$ cat config.mk
export PLATFORM = sky130hd
export DESIGN_NAME = utf8_stream_decoder_unit
export DESIGN_NICKNAME = d
export VERILOG_FILES = /design/src/design/u8sd_pkg.sv /design/src/design/u8sd_front.sv /design/src/design/u8sd_queue.sv /design/src/design/u8sd_back.sv /design/src/design/utf8_stream_decoder_unit.sv
export SDC_FILE = /design/constraint.sdc
export NUM_CORES = 1
export LEC_CHECK = 0
export ABC_AREA = 1
export BUFFER_PORTS_ARGS = -buffer_cell sky130_fd_sc_hd__buf_4
export CORE_UTILIZATION = 35
export CTS_BUF_LIST = sky130_fd_sc_hd__clkbuf_8
export DETAILED_ROUTE_END_ITERATION = 7
export GPL_TIMING_DRIVEN = 0
export HOLD_SLACK_MARGIN = 0.12
export SLEW_MARGIN = 5
export SYNTH_ARGS = -nofsm -noshare
export SYNTH_HDL_FRONTEND = slang
export SYNTH_SLANG_ARGS = --single-unit
export TNS_END_PERCENT = 10
$ cat constraint.sdc
create_clock -name clk -period 3.7 [get_ports clk]
set_input_delay 0.74 -clock clk [delete_from_list [all_inputs] [get_ports clk]]
set_output_delay 0.74 -clock clk [all_outputs]
set_load 0.05 [all_outputs]
$ cat src/design/u8sd_pkg.sv
// Shared types and constants for the UTF-8 stream decoder.
package u8sd_pkg;

    localparam int unsigned CP_W    = 31;
    localparam int unsigned Q_DEPTH = 4;
    localparam int unsigned Q_AW    = $clog2(Q_DEPTH);

    localparam logic [CP_W-1:0] REPL_CP       = 31'h0000FFFD;
    localparam logic [CP_W-1:0] SURR_LO       = 31'h0000D800;
    localparam logic [CP_W-1:0] SURR_HI       = 31'h0000DFFF;
    localparam logic [CP_W-1:0] NONCHAR_FFFE  = 31'h0000FFFE;
    localparam logic [CP_W-1:0] NONCHAR_FFFF  = 31'h0000FFFF;
    localparam logic [CP_W-1:0] MAX_LEN1      = 31'h0000007F;
    localparam logic [CP_W-1:0] MAX_LEN2      = 31'h000007FF;
    localparam logic [CP_W-1:0] MAX_LEN3      = 31'h0000FFFF;
    localparam logic [CP_W-1:0] MAX_LEN4      = 31'h001FFFFF;
    localparam logic [CP_W-1:0] MAX_LEN5      = 31'h03FFFFFF;

    localparam logic [7:0] CONT_MASK = 8'hC0;
    localparam logic [7:0] CONT_TAG  = 8'h80;

    // Classification of one byte taken while no sequence is open.
    typedef struct packed {
        logic            has_result;
        logic [CP_W-1:0] cp;
        logic            rep;
        logic [4:0]      bits;
        logic [2:0]      extra;
    } lead_t;

    // One queued command: the one or two results caused by one byte.
    typedef struct packed {
        logic            two;
        logic [CP_W-1:0] cp0;
        logic            rep0;
        logic            eos0;
        logic [CP_W-1:0] cp1;
        logic            rep1;
    } cmd_t;

endpackage

$ cat src/design/u8sd_front.sv
// Front end: accepts bytes, tracks the open sequence and builds result commands.
module u8sd_front
(
    input  logic               clk,
    input  logic               rst_n,
    input  logic               take,
    input  logic [7:0]         byte_in,
    output logic               cmd_valid,
    output u8sd_pkg::cmd_t     cmd
);

    logic [u8sd_pkg::CP_W-1:0] pv_reg, pv_next;
    logic [2:0]                bl_reg, bl_next;
    logic [2:0]                sl_reg, sl_next;

    u8sd_pkg::lead_t           ld;
    logic [u8sd_pkg::CP_W-1:0] pv_shift;
    logic [2:0]                bl_dec;
    logic                      bad;

    function automatic u8sd_pkg::lead_t classify(input logic [7:0] b);
        u8sd_pkg::lead_t r;
        r.has_result = 1'b0;
        r.cp         = '0;
        r.rep        = 1'b0;
        r.bits       = '0;
        r.extra      = '0;
        priority if (b[7] == 1'b0)
        begin
            r.has_result = 1'b1;
            r.cp         = {23'd0, b};
        end
        else if (b[7:5] == 3'b110)
        begin
            r.bits  = b[4:0];
            r.extra = 3'd1;
        end
        else if (b[7:4] == 4'b1110)
        begin
            r.bits  = {1'b0, b[3:0]};
            r.extra = 3'd2;
        end
        else if (b[7:3] == 5'b11110)
        begin
            r.bits  = {2'b00, b[2:0]};
            r.extra = 3'd3;
        end
        else if (b[7:2] == 6'b111110)
        begin
            r.bits  = {3'b000, b[1:0]};
            r.extra = 3'd4;
        end
        else if (b[7:1] == 7'b1111110)
        begin
            r.bits  = {4'b0000, b[0]};
            r.extra = 3'd5;
        end
        else
        begin
            r.has_result = 1'b1;
            r.cp         = u8sd_pkg::REPL_CP;
            r.rep        = 1'b1;
        end
        return r;
    endfunction

    assign ld       = classify(byte_in);
    assign pv_shift = {pv_reg[u8sd_pkg::CP_W-7:0], byte_in[5:0]};
    assign bl_dec   = bl_reg - 3'd1;

    always_comb
    begin
        unique case (sl_reg)
            3'd2:    bad = (pv_shift <= u8sd_pkg::MAX_LEN1);
            3'd3:    bad = (pv_shift <= u8sd_pkg::MAX_LEN2)
                         || ((pv_shift >= u8sd_pkg::SURR_LO) && (pv_shift <= u8sd_pkg::SURR_HI))
                         || (pv_shift == u8sd_pkg::NONCHAR_FFFE)
                         || (pv_shift == u8sd_pkg::NONCHAR_FFFF);
            3'd4:    bad = (pv_shift <= u8sd_pkg::MAX_LEN3);
            3'd5:    bad = (pv_shift <= u8sd_pkg::MAX_LEN4);
            3'd6:    bad = (pv_shift <= u8sd_pkg::MAX_LEN5);
            default: bad = 1'b0;
        endcase
    end

    always_comb
    begin
        pv_next   = pv_reg;
        bl_next   = bl_reg;
        sl_next   = sl_reg;
        cmd_valid = 1'b0;
        cmd       = '0;
        priority if (byte_in == 8'd0)
        begin
            pv_next   = '0;
            bl_next   = '0;
            sl_next   = '0;
            cmd_valid = 1'b1;
            cmd.eos0  = 1'b1;
        end
        else if (bl_reg == 3'd0)
        begin
            if (ld.has_result)
            begin
                cmd_valid = 1'b1;
                cmd.cp0   = ld.cp;
                cmd.rep0  = ld.rep;
            end
            else
            begin
                pv_next = {26'd0, ld.bits};
                bl_next = ld.extra;
                sl_next = ld.extra + 3'd1;
            end
        end
        else if ((byte_in & u8sd_pkg::CONT_MASK) != u8sd_pkg::CONT_TAG)
        begin
            cmd_valid = 1'b1;
            cmd.cp0   = u8sd_pkg::REPL_CP;
            cmd.rep0  = 1'b1;
            if (ld.has_result)
            begin
                pv_next  = '0;
                bl_next  = '0;
                sl_next  = '0;
                cmd.two  = 1'b1;
                cmd.cp1  = ld.cp;
                cmd.rep1 = ld.rep;
            end
            else
            begin
                pv_next = {26'd0, ld.bits};
                bl_next = ld.extra;
                sl_next = ld.extra + 3'd1;
            end
        end
        else
        begin
            pv_next = pv_shift;
            bl_next = bl_dec;
            if (bl_dec == 3'd0)
            begin
                pv_next   = '0;
                sl_next   = '0;
                cmd_valid = 1'b1;
                cmd.cp0   = bad ? u8sd_pkg::REPL_CP : pv_shift;
                cmd.rep0  = bad;
            end
        end
    end

    always_ff @(posedge clk or negedge rst_n)
    begin
        if (!rst_n)
        begin
            pv_reg <= '0;
            bl_reg <= '0;
            sl_reg <= '0;
        end
        else if (take)
        begin
            pv_reg <= pv_next;
            bl_reg <= bl_next;
            sl_reg <= sl_next;
        end
    end

endmodule

$ cat src/design/u8sd_queue.sv
// Command queue between the front end and the result stage.
module u8sd_queue
(
    input  logic               clk,
    input  logic               rst_n,
    input  logic               wr_en,
    input  u8sd_pkg::cmd_t     wr_data,
    output logic               q_full,
    input  logic               rd_en,
    output u8sd_pkg::cmd_t     rd_data,
    output logic               q_nempty
);

    u8sd_pkg::cmd_t                store_reg [u8sd_pkg::Q_DEPTH];
    logic [u8sd_pkg::Q_AW-1:0]     wp_reg, rp_reg;
    logic [u8sd_pkg::Q_AW:0]       cnt_reg, cnt_next;

    assign q_full   = (cnt_reg == (u8sd_pkg::Q_AW+1)'(u8sd_pkg::Q_DEPTH));
    assign q_nempty = (cnt_reg != '0);
    assign rd_data  = store_reg[rp_reg];

    always_comb
    begin
        cnt_next = cnt_reg;
        unique case ({wr_en, rd_en})
            2'b10:   cnt_next = cnt_reg + 1'b1;
            2'b01:   cnt_next = cnt_reg - 1'b1;
            default: cnt_next = cnt_reg;
        endcase
    end

    always_ff @(posedge clk)
    begin
        if (wr_en)
        begin
            store_reg[wp_reg] <= wr_data;
        end
    end

    always_ff @(posedge clk or negedge rst_n)
    begin
        if (!rst_n)
        begin
            wp_reg  <= '0;
            rp_reg  <= '0;
            cnt_reg <= '0;
        end
        else
        begin
            if (wr_en)
            begin
                wp_reg <= wp_reg + 1'b1;
            end
            if (rd_en)
            begin
                rp_reg <= rp_reg + 1'b1;
            end
            cnt_reg <= cnt_next;
        end
    end

endmodule

$ cat src/design/u8sd_back.sv
// Result stage: expands commands into one or two results in an output register.
module u8sd_back
(
    input  logic                      clk,
    input  logic                      rst_n,
    input  logic                      q_nempty,
    input  u8sd_pkg::cmd_t            head,
    output logic                      q_pop,
    input  logic                      pop,
    output logic                      empty,
    output logic [u8sd_pkg::CP_W-1:0] codepoint,
    output logic                      replaced,
    output logic                      end_of_string,
    output logic                      last
);

    logic                      valid_reg, valid_next;
    logic                      sec_reg, sec_next;
    logic [u8sd_pkg::CP_W-1:0] cp_reg, cp_next;
    logic                      rep_reg, rep_next;
    logic                      eos_reg, eos_next;
    logic                      last_reg, last_next;
    logic                      load;

    assign load  = !valid_reg || pop;
    assign q_pop = load && q_nempty && (sec_reg || !head.two);

    always_comb
    begin
        valid_next = valid_reg;
        sec_next   = sec_reg;
        cp_next    = cp_reg;
        rep_next   = rep_reg;
        eos_next   = eos_reg;
        last_next  = last_reg;
        if (load)
        begin
            valid_next = q_nempty;
            if (q_nempty)
            begin
                if (sec_reg)
                begin
                    sec_next  = 1'b0;
                    cp_next   = head.cp1;
                    rep_next  = head.rep1;
                    eos_next  = 1'b0;
                    last_next = 1'b1;
                end
                else
                begin
                    sec_next  = head.two;
                    cp_next   = head.cp0;
                    rep_next  = head.rep0;
                    eos_next  = head.eos0;
                    last_next = !head.two;
                end
            end
        end
    end

    always_ff @(posedge clk or negedge rst_n)
    begin
        if (!rst_n)
        begin
            valid_reg <= 1'b0;
            sec_reg   <= 1'b0;
        end
        else
        begin
            valid_reg <= valid_next;
            sec_reg   <= sec_next;
        end
    end

    always_ff @(posedge clk)
    begin
        cp_reg   <= cp_next;
        rep_reg  <= rep_next;
        eos_reg  <= eos_next;
        last_reg <= last_next;
    end

    assign empty         = !valid_reg;
    assign codepoint     = cp_reg;
    assign replaced      = rep_reg;
    assign end_of_string = eos_reg;
    assign last          = last_reg;

endmodule

$ cat src/design/utf8_stream_decoder_unit.sv
// Top level of the UTF-8 (one to six byte) stream decoder.
//
// Input channel: one byte per transaction on byte_in, taken at a clock edge
// with push high and full low. Result channel: while empty is low the oldest
// result is on codepoint, replaced, end_of_string and last; pop takes it.
// A byte gives zero, one or two results; last marks the final one of a byte.
// A result passes through a queue entry, then the output register, before it
// is on the ports. Throughput: one byte per cycle while full is low; a byte
// that yields two results occupies the output register for each in turn, and
// the four-entry command queue absorbs that and any receiver stall.
// Once the queue is full, full rises and bytes are held off until the
// receiver pops. The decoder state advances only on accepted bytes.
// Reset clears the sequence state, the queue and the output valid flag, so
// empty is high and full is low after reset.
module utf8_stream_decoder_unit
(
    input  logic                      clk,
    input  logic                      rst_n,
    input  logic                      push,
    output logic                      full,
    input  logic [7:0]                byte_in,
    output logic                      empty,
    input  logic                      pop,
    output logic [u8sd_pkg::CP_W-1:0] codepoint,
    output logic                      replaced,
    output logic                      end_of_string,
    output logic                      last
);

    logic           take;
    logic           cmd_valid;
    u8sd_pkg::cmd_t cmd;
    u8sd_pkg::cmd_t head;
    logic           q_full;
    logic           q_nempty;
    logic           q_pop;

    assign take = push && !q_full;
    assign full = q_full;

    u8sd_front u_front
    (
        .clk       (clk),
        .rst_n     (rst_n),
        .take      (take),
        .byte_in   (byte_in),
        .cmd_valid (cmd_valid),
        .cmd       (cmd)
    );

    u8sd_queue u_queue
    (
        .clk      (clk),
        .rst_n    (rst_n),
        .wr_en    (take && cmd_valid),
        .wr_data  (cmd),
        .q_full   (q_full),
        .rd_en    (q_pop),
        .rd_data  (head),
        .q_nempty (q_nempty)
    );

    u8sd_back u_back
    (
        .clk           (clk),
        .rst_n         (rst_n),
        .q_nempty      (q_nempty),
        .head          (head),
        .q_pop         (q_pop),
        .pop           (pop),
        .empty         (empty),
        .codepoint     (codepoint),
        .replaced      (replaced),
        .end_of_string (end_of_string),
        .last          (last)
    );

endmodule

==> metrics.log, run 1 <==
INFO  metric outcome = finished clean
INFO  metric groute.usage.overall = 16.11%
INFO  metric globalplace.congestion = 0.8611
INFO  metric final_net_count = between 1000 and 1500
INFO  metric fp-row-count = 62
INFO  metric cts_resized = 0
INFO  metric largest_register_ffs = 168
INFO  metric finalCriticalPeriod = 3175 ps
INFO  metric yosys_most_used_dff = sky130_fd_sc_hd__edfxtp_1
INFO  metric detail_route.wl_per_cell = 16.70 um
INFO  metric timing.fmax = 314.9 MHz
INFO  metric post-route-drc-count = 0
INFO  metric post-route-period-util = 85.82%
INFO  metric power_density = 901.4 mW/mm^2
INFO  metric place_hpwl = 16320 um
INFO  metric htree_num_levels = 2
INFO  metric setup_repair_after_global_routing_missed_its_margin = false
INFO  metric initial_utilization = 35.80%
INFO  metric drv_slew = 0
INFO  metric clockBufferDepth = 3
INFO  metric numCtsBuffers = 40
INFO  metric die_area = 0.03020 sq mm
INFO  metric mappedNetlistArea = 0.01033 sq mm
INFO  metric postSynthNetCount = 954
INFO  metric timing.critical_path.slowest_cell_delay = 720 ps
INFO  metric synth_area_leader_cell = sky130_fd_sc_hd__edfxtp_1
INFO  metric routed_wl = between 20000 and 25000 um
INFO  metric hold_violations = 0
INFO  metric slew_headroom = 46.66%
INFO  metric grt_first_pass_wirelength = 37980 um
INFO  metric worstPathRequired = 3930 ps
INFO  metric ys_types = 34
INFO  metric multi_input_comb_area = 0.002831 sq mm
INFO  metric worst-slew-pin-transition = 800.1 ps
INFO  metric maximum_number_of_pins_on_one_net_before_global_route_repair = 41
INFO  metric clk_latency = 550 ps
INFO  metric biggest_area_contributors_in_the_synthesized_netlist = sky130_fd_sc_hd__edfxtp_1 (59%), sky130_fd_sc_hd__dfrtp_1 (9.7%), sky130_fd_sc_hd__nor2_1 (6.0%)
INFO  metric share_of_the_synthesized_area_in_compound_gates_ao_oa_aoi_oai = 10.21%
INFO  metric share_of_the_synthesized_area_in_the_top_cell_type = between 50% and 60%
INFO  metric worst_ep_arrival_time = between 3000 and 4000 ps
INFO  metric dp.cells = 1369
INFO  metric synth_top_family_by_area = simple AND/OR/NAND/NOR gates
INFO  metric asyncSetResetFlopFracSynth = between 15 and 20%
INFO  metric timing.critical_path.cells = inv_1, ha_1, inv_1, nor2_1, nand2_4, o21ai_0, nand2_1, nor2_4, buf_12
INFO  metric io-pin-count = 48
INFO  metric synth-warning-count = 0
INFO  metric chipHeight = approximately 170 um
INFO  metric static-leakage-power = 4.585 nW
INFO  metric grt_antenna_before_repair = 0
INFO  metric simple_gate_share_of_the_synthesized_area = 15.12%
INFO  metric cts_root_buf = sky130_fd_sc_hd__clkbuf_8
INFO  metric antenna_cells = 0
INFO  metric placement.cell_area = between 0.01 and 0.015 sq mm
INFO  metric clk_transition_reported_paths = 60 ps
INFO  metric synthAdderAreaFrac = 1.284%
INFO  metric timing.setup.critical_path_class = reg -> reg
INFO  metric fin_setup_tns = 0 ps
INFO  metric clkSinkCount = around 240
INFO  metric synth_xor_area_share = 0.5087%
INFO  metric flow.area_growth_from_synthesis = 17.79%
INFO  metric holdBufCountCts = 0
INFO  metric setup.worst_path.end_class = flop
INFO  metric layout_setup_ws = 524.8 ps
INFO  metric postSynthRegisterBits = between 200 and 250
INFO  metric hold_path_class = in -> async
INFO  metric critical_path.slowest_cell = sky130_fd_sc_hd__nor2_4
INFO  metric fp.coreArea = 0.02886 sq mm
INFO  metric via_count = approximately 7100
INFO  metric detail_route.iter0.violations = 715
INFO  metric die_w = 173.8 um
INFO  metric design_area = 0.01217 sq mm
INFO  metric cts_tree = built
INFO  metric place_ws = 276.4 ps
INFO  metric cts_setup_buffers = 0
INFO  metric total_power = approximately 0.011 W
INFO  metric ant_nets = 0
INFO  metric final.fill_count = 2737
INFO  metric storage_cell_area = just over 0.007 sq mm
INFO  metric number_of_global_route_vias_before_repair = 6843
INFO  metric postSynthCellCount = 932
INFO  metric synth_seq_area_share = 68.41%
INFO  metric timing.critical_path.from_type = flop
INFO  metric synthMuxAreaShare = 0%
INFO  metric finalSetupViolations = 0
INFO  metric detail_routed_via_count_per_cell = 4.936
INFO  metric path_common_cell = sky130_fd_sc_hd__inv_1
INFO  metric vdd.ir_drop.worst = around 0.35 mV
INFO  metric count_of_buffers_from_port_buffering = 47
INFO  metric max_cap_viol_count = 0
INFO  metric timing.critical_path.fanout_max = 22
INFO  metric final_cells = 1443
INFO  metric post_synth.cell_area_avg = 11.08 sq um
INFO  metric first_pass_iters = 5
INFO  metric final.setup_skew = 25.95 ps
INFO  metric gr-total-overflow = 0
INFO  metric synth_edf_count = 202
INFO  metric post_route_cells_drive_above_1_share = 13.50%
-- worst max-delay path, delay by kind of cell, from the launching register on --
kind	cells	cell delay, ps
compound gates	1	120
fa+ha+maj	1	150
buf+inv	3	420
flops	1	390
simple gates	4	1760
-- kinds of logic after synthesis --
| logic type | Yosys count |
|---|---|
| simple gates | 364 |
| flops | 242 |
| compound gates | 192 |
| buf+inv | 118 |
| fa+ha+maj | 10 |
| xor+xnor | 6 |
-- placed cells by master, fill, tap and decap left out, types with 5 or more instances in the layout --
master                        n
sky130_fd_sc_hd__a21oi_1     46
sky130_fd_sc_hd__a221o_1     10
sky130_fd_sc_hd__a31oi_1      8
sky130_fd_sc_hd__buf_2        9
sky130_fd_sc_hd__buf_4       47
sky130_fd_sc_hd__bufinv_16    5
sky130_fd_sc_hd__clkbuf_1    30
sky130_fd_sc_hd__clkbuf_8    42
sky130_fd_sc_hd__clkinv_1    10
sky130_fd_sc_hd__dfrtp_1     40
sky130_fd_sc_hd__edfxtp_1   202
sky130_fd_sc_hd__ha_1         9
sky130_fd_sc_hd__inv_1       79
sky130_fd_sc_hd__inv_2       10
sky130_fd_sc_hd__nand2_1    121
sky130_fd_sc_hd__nand3_1     32
sky130_fd_sc_hd__nand4_1     11
sky130_fd_sc_hd__nor2_1     160
sky130_fd_sc_hd__nor2_4       7
sky130_fd_sc_hd__nor3_1      20
sky130_fd_sc_hd__o21ai_0     95
sky130_fd_sc_hd__o21ai_1     15
sky130_fd_sc_hd__o22ai_1     10
-- cells in the mapped netlist, drive strengths merged (3+ instances only) --
master / n
edfxtp: 202
nor2: 173
nand2: 125
o21ai: 110
inv: 76
a21oi: 46
dfrtp: 40
nand3: 32
clkbuf: 30
nor3: 20
buf: 12
nand4: 11
a221o: 10
o22ai: 10
ha: 9
a31oi: 8
o211ai: 4
xor2: 4
o31ai: 3
-- metal layers --
layer / GRT usage [%] / part of all wire (%) / vias to the layer above
met1: 22.49 / 45 / 3379
li1: - / - / 3448
met5: 0 / 0 / -
met2: 25.80 / 47 / 250
met3: 2.675 / 6.3 / 46
met4: 4.678 / 2.0 / 0
-- final cells by class --
| type | instances | share of cell area (%) |
|---|---|---|
| Sequential cell | 242 | 58.08 |
| Multi-Input combinational cell | 572 | 23.27 |
| Clock buffer | 42 | 4.751 |
| Timing Repair Buffer | 53 | 4.010 |
| Tap cell | 384 | 3.949 |
| Inverter | 76 | 2.344 |
| Clock inverter | 32 | 2.149 |
| Buffer | 42 | 1.450 |
-- final timing paths --
check / startpoint / cells after the start / end / slack, ps
worst max-delay path: u_front.bl_reg[0] / 9 / u_queue.store_reg[1][60] / 520
worst max register to register: u_front.bl_reg[0] / 9 / u_queue.store_reg[1][60] / 520
min in group clk: pop / 2 / u_back.valid_reg / 400
worst min register to register: u_queue.cnt_reg[0] / 1 / u_queue.cnt_reg[0] / 480
max in group asynchronous: rst_n / 1 / u_front.pv_reg[1] / 3150
worst min-delay path: rst_n / 1 / u_queue.wp_reg[0] / 170
-- report_power, final --
group          switching, W  internal, W  leakage (nW)
clock network       0.00105      0.00140         0.466
logic               0.00314      0.00115          1.69
registers          0.000214      0.00401          2.43
-- through the flow --
stage          hold slack, ps  util [%]
2_1_floorplan           444.4         -
3_3_place_gp            464.8     38.68
3_5_place_dp            477.5     39.26
4_1_cts                 170.8     42.17
5_1_grt                 194.9     42.17
6_report                172.3     42.17
No activity file was read; power rests on OpenSTA's default activity.
==> run 2, diff against run 1 <==
- PLACE_DENSITY_LB_ADDON: not set -> 0.05
==> run 2 against run 1 <==
Net effect: sequential power about the same; non-clock buffer count is 2 lower; routed wire length up 13%; register-to-register slack got worse by 40 ps; design area down 0.64%; clock skew up 6.4 ps; first-iteration DRC count is 18% lower; total power is 0.10% lower; critical path depth stayed put.
==> metrics.log, run 2 (same netlist as run 1, synthesis figures left out) <==
INFO  metric outcome = finished clean
INFO  metric path_common_cell = sky130_fd_sc_hd__inv_1
INFO  metric worst-slew-pin-transition = 1057 ps
INFO  metric met3WireLength = 1052 um
INFO  metric vdd.ir_drop.worst = roughly 0.34 mV
INFO  metric dr_wl_met2 = 12220 um
INFO  metric cts_tree = built
INFO  metric antenna_cells = 0
INFO  metric number_of_cells_on_the_critical_path = 9
INFO  metric timing.setup.critical_path_class = reg -> reg
INFO  metric detail_routed_via_count_per_cell = a little under 5
INFO  metric gr-total-overflow = 0
INFO  metric timing.reg2reg.worst_path_depth = 9
INFO  metric clk_transition_reported_paths = 60 ps
INFO  metric wl_met1 = ~14000 um
INFO  metric regToRegSetupSlack = 480 ps
INFO  metric clk_latency = 550 ps
INFO  metric power_density = about 910 mW/mm^2
INFO  metric p_int = 0.006449 W
INFO  metric timing.critical_path.slowest_cell_delay = 740 ps
INFO  metric timing.critical_path.fanout_max = 22
INFO  metric cts_root_buf = sky130_fd_sc_hd__clkbuf_8
INFO  metric post_route_cells_drive_above_1_share = 13.31%
INFO  metric timing.critical_path.from_type = flop
INFO  metric die_w = 173.8 um
INFO  metric final.setup_skew = 32.34 ps
INFO  metric timing.critical_path.cells = inv_1, ha_1, inv_1, nor2_1, nand2_4, o21ai_0, nand2_1, nor2_4, buf_12
INFO  metric worstPathBufferInverterCount = 3
INFO  metric switching_share = 41.14%
INFO  metric fp-row-count = 62
INFO  metric reg2reg_to = u_queue.store_reg[0][56]
INFO  metric cts_resized = 0
INFO  metric sequentialPowerShare = about two fifths
INFO  metric setup_repair_after_global_routing_missed_its_margin = false
INFO  metric post-route-drc-count = 0
INFO  metric most-common-layout-cells = sky130_fd_sc_hd__edfxtp_1 (202), sky130_fd_sc_hd__nor2_1 (160), sky130_fd_sc_hd__nand2_1 (121)
INFO  metric finalSetupViolations = 0
INFO  metric maximum_number_of_pins_on_one_net_before_global_route_repair = 41
INFO  metric place_hpwl = 18170 um
INFO  metric route.top_layer_used = met4
INFO  metric cts_setup_buffers = 0
INFO  metric via_count = slightly above 7000
INFO  metric static-leakage-power = 4.594 nW
INFO  metric detail_route.wl_per_cell = 18.85 um
INFO  metric slew_headroom = 29.31%
INFO  metric timing.fmax = 310.7 MHz
INFO  metric hold_path_class = in -> async
INFO  metric grt_first_pass_wirelength = 42750 um
INFO  metric combPwrFrac = 39.6%
INFO  metric io-pin-count = 48
INFO  metric numCtsBuffers = 42
INFO  metric finalCriticalPeriod = 3218 ps
INFO  metric fp.coreArea = roughly 0.029 sq mm
INFO  metric flow.area_growth_from_synthesis = 17.04%
INFO  metric critical-path-top-delay-family = simple AND/OR/NAND/NOR gates
INFO  metric detail_route.iter0.violations = between 500 and 600
INFO  metric max_cap_viol_count = 0
INFO  metric holdBufCountCts = 0
INFO  metric drv_slew = 0
INFO  metric chipHeight = 173.8 um
INFO  metric post-route-period-util = 86.98%
INFO  metric largest_register_ffs = 168
INFO  metric worst_ep_arrival_time = 3440 ps
INFO  metric switching_power = about 0.0045 W
INFO  metric groute.usage.overall = about 19%
INFO  metric routed_wl = 27210 um
INFO  metric count_of_buffers_from_port_buffering = 47
INFO  metric worstPathRequired = approximately 3900 ps
INFO  metric ant_nets = 0
INFO  metric clkSinkCount = 242
INFO  metric final.fill_count = roughly 2800
INFO  metric grt_antenna_before_repair = 0
INFO  metric hold_ws = 203.1 ps
INFO  metric initial_utilization = 35.80%
INFO  metric final_core_density = 41.90%
INFO  metric hold_violations = 0
INFO  metric most_common_cell_after_layout_fill_and_taps_aside = sky130_fd_sc_hd__edfxtp_1
INFO  metric htree_num_levels = 2
INFO  metric final_net_count = 1049
INFO  metric critical_path.slowest_cell = sky130_fd_sc_hd__nor2_4
INFO  metric number_of_global_route_vias_before_repair = a little over 7000
INFO  metric setup.worst_path.end_class = flop
INFO  metric critical_path.reg2reg.startpoint = u_front.bl_reg[0]
INFO  metric die_area = 0.03020 sq mm
INFO  metric power_frac_clock = 21.8%
INFO  metric globalplace.congestion = 0.7871
INFO  metric clockBufferDepth = 3
INFO  metric first_pass_iters = 5
run 2: cell type report:
class / instances / area [sq um] / share of cell area, %
Clock buffer: 44 / 605.6 / 5.009
Sequential cell: 242 / 7067 / 58.45
Clock inverter: 32 / 211.5 / 1.749
Timing Repair Buffer: 51 / 432.9 / 3.581
Multi-Input combinational cell: 572 / 2831 / 23.42
Inverter: 76 / 285.3 / 2.360
Tap cell: 384 / 480.5 / 3.974
Buffer: 42 / 176.4 / 1.459
run 2: layer usage:
layer / up-vias / GRT usage [%]
met3: 37 / 2.829
met4: 0 / 4.861
met5: - / 0
li1: 3446 / -
met2: 144 / 28.65
met1: 3425 / 27.16
run 2: worst max path at each step:
stage | from | endpoint | slack, ps
finish | u_front.bl_reg[0] | u_queue.store_reg[0][56] | 480
floorplan | byte_in[4] | u_queue.store_reg[0][16] | -130
detailed placement | byte_in[5] | u_queue.store_reg[0][62] | 150
CTS | u_front.bl_reg[0] | u_queue.store_reg[0][56] | 400
global route | u_front.bl_reg[0] | u_queue.store_reg[0][62] | 220
global placement | byte_in[5] | u_queue.store_reg[1][56] | -2460
run 2: power by group through the flow:
stage	Sequential [W]	Combinational (W)	Clock [W]
after detailed placement	0.00429	0.00441	0
after floorplan	0.00495	0.00216	0
final	0.00423	0.00434	0.00239
after CTS	0.00424	0.00442	0.00246
after global routing	0.00430	0.00479	0.00258
after global placement	0.00434	0.00430	0
run 2: per-stage QoR:
step | total power [W] | area [sq um] | std cells | setup TNS (ps) | setup WS [ps]
finish | 0.01096 | 12090 | 1443 | 0 | 481.8
global route | 0.01167 | 12090 | 1443 | 0 | 221.6
CTS | 0.01112 | 12090 | 1443 | 0 | 402.2
detailed placement | 0.008695 | 11270 | 1367 | 0 | 154.9
global placement | 0.008636 | 11160 | 1363 | -378590 | -2459
floorplan | 0.007113 | 10330 | 932 | -21650 | -128.9
